### config.mk
export PLATFORM = sky130hd
export DESIGN_NAME = farthest_point_and_path_length
export DESIGN_NICKNAME = d
export VERILOG_FILES = /design/src/sv/fpl_pkg.sv /design/src/sv/farthest_point_and_path_length.sv
export SDC_FILE = /design/constraint.sdc
export NUM_CORES = 2
export LEC_CHECK = 0
export BUFFER_PORTS_ARGS = -buffer_cell sky130_fd_sc_hd__buf_2
export CAP_MARGIN = 20
export CORE_MARGIN = 2
export CORE_UTILIZATION = 60
export CTS_CLUSTER_SIZE = 20
export DETAILED_ROUTE_END_ITERATION = 10
export PLACE_DENSITY = 0.82
export SYNTH_ARGS = -nofsm -noshare
export SYNTH_HDL_FRONTEND = slang
export SYNTH_SLANG_ARGS = --single-unit
### constraint.sdc
create_clock -name aclk -period 14.99 [get_ports aclk]
set_input_delay 2.998 -clock aclk [delete_from_list [all_inputs] [get_ports aclk]]
set_output_delay 2.998 -clock aclk [all_outputs]
set_load 0.01 [all_outputs]
### src/sv/fpl_pkg.sv
package fpl_pkg;

    // default coordinate and accumulator widths
    localparam int COORD_BITS_DEF = 16;
    localparam int ACC_BITS_DEF   = 32;

    // point index width, fixed by the result format
    localparam int IDX_BITS = 16;

    // sequencer states
    typedef enum logic [2:0] {
        ST_IDLE,
        ST_SQ_X,
        ST_SQ_Y,
        ST_SQ_DX,
        ST_SQ_DY,
        ST_ROOT,
        ST_UPDATE
    } state_t;

endpackage

### src/sv/farthest_point_and_path_length.sv
// Farthest point and polyline length over a stream of 2-D points.
// Slave channel: one transfer per point, x and y in signed Q11.4 in tdata,
// tlast marks the final point of a list. Master channel: one transfer per
// point with the running farthest point (index, x, y, squared norm) and the
// saturating path length in tdata, the saturation flag in tuser, and tlast
// set on the result for the final point of a list.
// Each point makes four passes through one shared squaring multiplier, then
// takes COORD_BITS + 1 steps of a bit-serial square root, an update state and
// the idle state. s_axis_tready is low from the input transfer until the
// sequencer is back in the idle state.
// The result sits in an output register, so a new point is taken while it
// waits; if the receiver stalls, the next point finishes and then holds in
// the update cycle until the output register is free.
// A synchronous reset (aresetn low) clears the running state and drops
// m_axis_tvalid. The running state also clears as the result for a final point is loaded.
module farthest_point_and_path_length #(
    parameter int COORD_BITS = fpl_pkg::COORD_BITS_DEF,
    parameter int ACC_BITS   = fpl_pkg::ACC_BITS_DEF,
    localparam int S_TDATA_W = ((2 * COORD_BITS + 7) / 8) * 8,
    localparam int M_FIELDS_W = fpl_pkg::IDX_BITS + 4 * COORD_BITS + ACC_BITS,
    localparam int M_TDATA_W = ((M_FIELDS_W + 7) / 8) * 8
) (
    input  logic                 aclk,
    input  logic                 aresetn,
    input  logic                 s_axis_tvalid,
    output logic                 s_axis_tready,
    input  logic [S_TDATA_W-1:0] s_axis_tdata,   // point_x, point_y
    input  logic                 s_axis_tlast,
    output logic                 m_axis_tvalid,
    input  logic                 m_axis_tready,
    output logic [M_TDATA_W-1:0] m_axis_tdata,   // far_index, far_x, far_y,
                                                 // far_norm_sq, path_length
    output logic                 m_axis_tuser,   // length_saturated
    output logic                 m_axis_tlast
);

    localparam int IDX_BITS = fpl_pkg::IDX_BITS;
    localparam int NORM_W   = 2 * COORD_BITS;
    localparam int OP_W     = COORD_BITS + 1;
    localparam int RW       = OP_W;
    localparam int SQ_W     = 2 * RW;
    localparam int REM_W    = RW + 2;
    localparam int ITER_W   = $clog2(RW);
    localparam int SUM_W    = ((ACC_BITS > RW) ? ACC_BITS : RW) + 1;

    fpl_pkg::state_t state_reg, state_next;

    // running state
    logic [COORD_BITS-1:0] prev_x_reg, prev_y_reg;
    logic [IDX_BITS-1:0]   count_reg;
    logic [NORM_W-1:0]     best_norm_reg;
    logic [IDX_BITS-1:0]   best_index_reg;
    logic [COORD_BITS-1:0] best_x_reg, best_y_reg;
    logic [ACC_BITS-1:0]   acc_reg;
    logic                  sat_reg;

    // working registers of the current point
    logic [COORD_BITS-1:0] cur_x_reg, cur_y_reg;
    logic                  last_reg;
    logic [OP_W-1:0]       ax_reg, ay_reg, dx_reg, dy_reg;
    logic [NORM_W-1:0]     norm_reg;
    logic [SQ_W-1:0]       rad_reg;
    logic [REM_W-1:0]      rem_reg;
    logic [RW-1:0]         root_reg;
    logic [ITER_W-1:0]     iter_reg;

    // output register
    logic                  out_valid_reg;
    logic [M_FIELDS_W-1:0] out_data_reg;
    logic                  out_sat_reg;
    logic                  out_last_reg;

    logic                  in_xfer;
    logic                  load_out;

    // input field extraction and operand preparation
    logic [COORD_BITS-1:0] x_in, y_in;
    logic [COORD_BITS-1:0] ax_in, ay_in;
    logic [COORD_BITS:0]   dx_s, dy_s;
    logic [OP_W-1:0]       dx_in, dy_in;

    always_comb begin
        x_in  = s_axis_tdata[COORD_BITS-1:0];
        y_in  = s_axis_tdata[2*COORD_BITS-1:COORD_BITS];
        ax_in = x_in[COORD_BITS-1] ? (~x_in + 1'b1) : x_in;
        ay_in = y_in[COORD_BITS-1] ? (~y_in + 1'b1) : y_in;
        dx_s  = {x_in[COORD_BITS-1], x_in} - {prev_x_reg[COORD_BITS-1], prev_x_reg};
        dy_s  = {y_in[COORD_BITS-1], y_in} - {prev_y_reg[COORD_BITS-1], prev_y_reg};
        dx_in = dx_s[COORD_BITS] ? (~dx_s + 1'b1) : dx_s;
        dy_in = dy_s[COORD_BITS] ? (~dy_s + 1'b1) : dy_s;
    end

    // shared squaring unit
    logic [OP_W-1:0] mul_op;
    logic [SQ_W-1:0] mul_prod;

    always_comb begin
        case (state_reg)
            fpl_pkg::ST_SQ_X:  mul_op = ax_reg;
            fpl_pkg::ST_SQ_Y:  mul_op = ay_reg;
            fpl_pkg::ST_SQ_DX: mul_op = dx_reg;
            fpl_pkg::ST_SQ_DY: mul_op = dy_reg;
            default:           mul_op = '0;
        endcase
    end

    assign mul_prod = mul_op * mul_op;

    // one square root digit per cycle
    logic [REM_W+1:0] rem_sh;
    logic [REM_W+1:0] root_trial;
    logic [REM_W+1:0] rem_diff;
    logic             root_bit;

    always_comb begin
        rem_sh     = {rem_reg, rad_reg[SQ_W-1 -: 2]};
        root_trial = {2'b00, root_reg, 2'b01};
        rem_diff   = rem_sh - root_trial;
        root_bit   = (rem_sh >= root_trial);
    end

    // point count, segment accumulation with saturation
    logic [IDX_BITS-1:0] cnt_inc;
    logic                do_seg;
    logic [SUM_W-1:0]    acc_sum;
    logic                acc_ovf;
    logic [ACC_BITS-1:0] acc_upd;
    logic                sat_upd;

    always_comb begin
        cnt_inc = (&count_reg) ? count_reg : count_reg + 1'b1;
        do_seg  = (count_reg != '0);
        acc_sum = SUM_W'(acc_reg) + SUM_W'(root_reg);
        acc_ovf = |acc_sum[SUM_W-1:ACC_BITS];
        if (do_seg) begin
            acc_upd = acc_ovf ? '1 : acc_sum[ACC_BITS-1:0];
            sat_upd = sat_reg | acc_ovf;
        end else begin
            acc_upd = acc_reg;
            sat_upd = sat_reg;
        end
    end

    // next state
    always_comb begin
        state_next = state_reg;
        case (state_reg)
            fpl_pkg::ST_IDLE:   if (s_axis_tvalid) state_next = fpl_pkg::ST_SQ_X;
            fpl_pkg::ST_SQ_X:   state_next = fpl_pkg::ST_SQ_Y;
            fpl_pkg::ST_SQ_Y:   state_next = fpl_pkg::ST_SQ_DX;
            fpl_pkg::ST_SQ_DX:  state_next = fpl_pkg::ST_SQ_DY;
            fpl_pkg::ST_SQ_DY:  state_next = fpl_pkg::ST_ROOT;
            fpl_pkg::ST_ROOT:   if (iter_reg == '0) state_next = fpl_pkg::ST_UPDATE;
            fpl_pkg::ST_UPDATE: if (!out_valid_reg || m_axis_tready) begin
                state_next = fpl_pkg::ST_IDLE;
            end
            default:            state_next = fpl_pkg::ST_IDLE;
        endcase
    end

    // sequencer outputs
    always_comb begin
        s_axis_tready = (state_reg == fpl_pkg::ST_IDLE);
        in_xfer       = s_axis_tvalid && s_axis_tready;
        load_out      = (state_reg == fpl_pkg::ST_UPDATE) && (!out_valid_reg || m_axis_tready);
    end

    // control and running state
    always_ff @(posedge aclk) begin
        if (!aresetn) begin
            state_reg      <= fpl_pkg::ST_IDLE;
            prev_x_reg     <= '0;
            prev_y_reg     <= '0;
            count_reg      <= '0;
            best_norm_reg  <= '0;
            best_index_reg <= '0;
            best_x_reg     <= '0;
            best_y_reg     <= '0;
            acc_reg        <= '0;
            sat_reg        <= 1'b0;
            out_valid_reg  <= 1'b0;
        end else begin
            state_reg <= state_next;

            // strict compare keeps the earliest of equal norms
            if (state_reg == fpl_pkg::ST_SQ_DX && norm_reg > best_norm_reg) begin
                best_norm_reg  <= norm_reg;
                best_index_reg <= cnt_inc;
                best_x_reg     <= cur_x_reg;
                best_y_reg     <= cur_y_reg;
            end

            if (load_out) begin
                if (last_reg) begin
                    prev_x_reg     <= '0;
                    prev_y_reg     <= '0;
                    count_reg      <= '0;
                    best_norm_reg  <= '0;
                    best_index_reg <= '0;
                    best_x_reg     <= '0;
                    best_y_reg     <= '0;
                    acc_reg        <= '0;
                    sat_reg        <= 1'b0;
                end else begin
                    prev_x_reg <= cur_x_reg;
                    prev_y_reg <= cur_y_reg;
                    count_reg  <= cnt_inc;
                    acc_reg    <= acc_upd;
                    sat_reg    <= sat_upd;
                end
            end

            if (load_out) begin
                out_valid_reg <= 1'b1;
            end else if (m_axis_tready) begin
                out_valid_reg <= 1'b0;
            end
        end
    end

    // datapath registers
    always_ff @(posedge aclk) begin
        if (in_xfer) begin
            cur_x_reg <= x_in;
            cur_y_reg <= y_in;
            last_reg  <= s_axis_tlast;
            ax_reg    <= {1'b0, ax_in};
            ay_reg    <= {1'b0, ay_in};
            dx_reg    <= dx_in;
            dy_reg    <= dy_in;
        end

        case (state_reg)
            fpl_pkg::ST_SQ_X: begin
                norm_reg <= mul_prod[NORM_W-1:0];
            end
            fpl_pkg::ST_SQ_Y: begin
                norm_reg <= norm_reg + mul_prod[NORM_W-1:0];
            end
            fpl_pkg::ST_SQ_DX: begin
                rad_reg <= mul_prod;
            end
            fpl_pkg::ST_SQ_DY: begin
                rad_reg  <= rad_reg + mul_prod;
                rem_reg  <= '0;
                root_reg <= '0;
                iter_reg <= ITER_W'(RW - 1);
            end
            fpl_pkg::ST_ROOT: begin
                rem_reg  <= root_bit ? rem_diff[REM_W-1:0] : rem_sh[REM_W-1:0];
                root_reg <= {root_reg[RW-2:0], root_bit};
                rad_reg  <= {rad_reg[SQ_W-3:0], 2'b00};
                iter_reg <= iter_reg - 1'b1;
            end
            default: begin
            end
        endcase

        // result fields from the lowest bit up
        if (load_out) begin
            out_data_reg <= {acc_upd, best_norm_reg, best_y_reg, best_x_reg, best_index_reg};
            out_sat_reg  <= sat_upd;
            out_last_reg <= last_reg;
        end
    end

    assign m_axis_tvalid = out_valid_reg;
    assign m_axis_tdata  = M_TDATA_W'(out_data_reg);
    assign m_axis_tuser  = out_sat_reg;
    assign m_axis_tlast  = out_last_reg;

endmodule

==> impl_metrics.tcl <==
set metrics [dict create \
    fmax_ghz 0.0902 \
    drt_first_pass_iters 6 \
    setup_tns_ns 0 \
    grt_pass1_wl_mm 143 \
    clock-sinks 483 \
    peakVddDrop_v 0.000112 \
    worstHoldEndpoint "m_axis_tdata[17]" \
    maxSlewHeadroom_pct 29.7 \
    n_fill_cell 4583 \
    num_io_pins 153 \
    ys_types 97 \
    cp_common_cell "fa_1" \
    syn_to_final_growth_pct 8.75 \
    ctsRootBufferMaster "clkbuf_16" \
    hp-class "flip-flop to flip-flop" \
    layout.cells.non_filler 4588 \
    cp-start-kind "flip-flop" \
    cts_tree "yes" \
    synthTopCellsByArea "edfxtp_1, fa_1, ha_1, dfxtp_1, inv_1" \
    min_period_ns 11.08 \
    p_seq_share_pct 32.8 \
    cts_buffers 49 \
    async_flop_share_pct 0 \
    gr-usage-all-layers_pct 29.8 \
    start_util_pct 60.3 \
    die_w_um 247 \
    reg2reg_depth 38 \
    cts_hold_buf 0 \
    largest_reg_flops 112 \
    syn_avg_cell_area_um2 9.63 \
    synth_edf_count 318 \
    drt-initial-drc-count 2457 \
    critical_path_class "flip-flop to flip-flop" \
    cts.htree.levels 2 \
    clk_latency_ns 0.59 \
    antenna_found_initial 4 \
    yosysSeqAreaShare_pct 36.3 \
    nNetsFinal 4279 \
    power_density_nw_per_um2 126 \
    clkPwrFrac_pct 26.0 \
    routabilityCongestion 0.943 \
    synth_top_area_cell "edfxtp_1" \
    setup_viol 0 \
    die-area_um2 61000 \
    swShare_pct 37.7 \
    clk_path_buf_depth 3 \
    drive_gt1_share_pct 9.99 \
    power.switching_w 0.00184 \
    maxCapViolCount 0 \
    hold_start "best_x_reg[1]" \
    post_cts_buffers 0 \
    cp.arrival_ns 11.42 \
    r2r_end "rad_reg[33]" \
    p_comb_share_pct 41.2 \
    clk_pin_slew_ns 0.07 \
    io_buffers 152 \
    worstHoldPathCells 0 \
    synth.top_cell.area_share_pct 27.0 \
    viasPerCell 6.07 \
    synth.net_count 4181 \
    cpPeakStageDelay_ns 0.60 \
    ys_ff_latch 483 \
    ys_warn_count 0 \
    finClkSkew_ns 0.0158 \
    wl_per_cell_um 19.8 \
    drt-total-wl_mm 90.8 \
    grt_max_degree 89 \
    rrSetupSlack_ns 3.91 \
    via_count 27800 \
    hold_violations 0 \
    row_count 89 \
    r2r_start "state_reg[0]" \
    multi_input_area_um2 20300 \
    end_kind "flip-flop" \
    post-dp-hpwl_mm 68.3 \
    synth_flop_cell "edfxtp_1" \
    slowest_stage "a221oi_2" \
    drc_errors 0 \
    cts_resized 0 \
    core_area_um2 58700 \
    finalMaxSlewViolations 0 \
    synth_area_um2 35400 \
    status "complete, no violations" \
    cp.required_ns 15.33 \
    cp_max_fo 67 \
    place_inst 4495 \
    antenna_left 0 \
    dieHeight_um 247 \
    p_int_w 0.00303 \
    p_leak_nw 16.2 \
    gr-total-overflow 0 \
    post-route-period-util_pct 73.9 \
    rsz0062_at_grt "false" \
    tightestPinTransition_ns 1.05 \
    final-seq-area_um2 12900 \
    syn-instance-count 3676 \
    grt_pass1_vias 26900 \
]
==> critical path: cells and delay by family, from the launching register on <==
family / cells / cell delay, ns
simple gates: 12 / 2.61
compound gates: 9 / 2.55
fa+ha+maj: 8 / 3.63
xor+xnor: 2 / 0.32
buf+inv: 7 / 1.36
flops: 1 / 0.31
==> cell usage after synthesis, types with 12 or more instances <==
cell type  instances
o21a_1            23
a211oi_1          35
o21ai_1           44
ha_1             274
clkbuf_1         111
o21bai_1          15
or3_1             22
nand3_1          110
nor2b_1           29
o31ai_1           23
fa_1             194
inv_1            437
edfxtp_1         318
o21ai_0          196
nor3_1            46
mux2i_1           27
a31oi_1           18
and3_1            31
a21boi_0          40
nor2_1           298
o211ai_1          12
a21o_1            76
a21oi_2           41
nand3b_1          34
a21oi_1          220
nand2b_1          34
xor2_1            60
nand2_1          274
buf_1             12
a22o_1            31
dfxtp_1          165
nand4_1           31
xnor2_1          154
and2_1            24
==> cells by family (layout without fill, tap and decap cells) <==
group | after synthesis | after routing | share of synthesized area (%)
AND/OR/NAND/NOR | 990 | 990 | 13.3
AO/OA/AOI/OAI | 902 | 902 | 17.0
buffers and inverters | 587 | 725 | 6.55
flip-flops | 483 | 483 | 36.3
adder cells (fa/ha/maj) | 468 | 468 | 20.7
XOR/XNOR | 214 | 214 | 5.29
multiplexers | 32 | 32 | 0.922
other | 0 | 1 | 0
==> placed cells by master, fill, tap and decap left out, drive strengths merged, types with 32 or more instances in the layout <==
cell    instances
a211oi         39
a21boi         42
a21o           76
a21oi         261
buf           188
clkbuf         67
dfxtp         165
edfxtp        318
fa            194
ha            274
inv           441
nand2         274
nand2b         34
nand3         110
nand3b         34
nand4          32
nor2          299
nor3           47
o21ai         243
xnor2         154
xor2           60
==> per-layer routing <==
| layer | wire, um | global-route usage, % |
|---|---|---|
| met1 | 37400 | 39.7 |
| met2 | 42800 | 49.3 |
| met3 | 6820 | 4.34 |
| met4 | 3710 | 11.4 |
| met5 | 46 | 0 |
==> metrics by stage <==
step	setup WS (ns)	utilization (%)	hold slack [ns]	power, W	area, um^2
global placement	4.38	62.7	0.405	0.00356	36800
global route	3.19	65.6	0.442	0.00515	38500
floorplan	5.44	-	0.402	0.00310	35400
CTS	4.02	65.6	0.428	0.00485	38500
finish	3.91	65.6	0.426	0.00486	38500
detailed placement	4.07	62.7	0.409	0.00359	36800
==> worst max-delay path by stage <==
stage / startpoint / to / slack (ns) / cells after the start
2_1_floorplan: state_reg[1] / rad_reg[32] / 5.44 / 39
6_report: state_reg[0] / rad_reg[33] / 3.91 / 38
4_1_cts: state_reg[0] / rad_reg[33] / 4.02 / 38
3_3_place_gp: state_reg[0] / rad_reg[33] / 4.38 / 38
3_5_place_dp: state_reg[0] / rad_reg[33] / 4.07 / 38
5_1_grt: state_reg[0] / rad_reg[31] / 3.19 / 38
==> final cells by class <==
type                       instances  area share (%)
multi-input combinational       2606            52.7
sequential                       483            33.4
antenna                            1         0.00650
timing repair buffer             188            2.71
clock inverter                    24           0.520
clock buffer                      67            3.82
inverter                         446            4.36
tap                              773            2.51
==> power groups by stage <==
| stage | logic [W] | registers, W | clock network [W] |
|---|---|---|---|
| floorplan | 0.00151 | 0.00159 | 0 |
| global placement | 0.00194 | 0.00162 | 0 |
| detailed placement | 0.00197 | 0.00162 | 0 |
| CTS | 0.00198 | 0.00159 | 0.00128 |
| global route | 0.00223 | 0.00160 | 0.00132 |
| finish | 0.00200 | 0.00160 | 0.00127 |
Note: power is estimated with default switching activity, not from simulation.
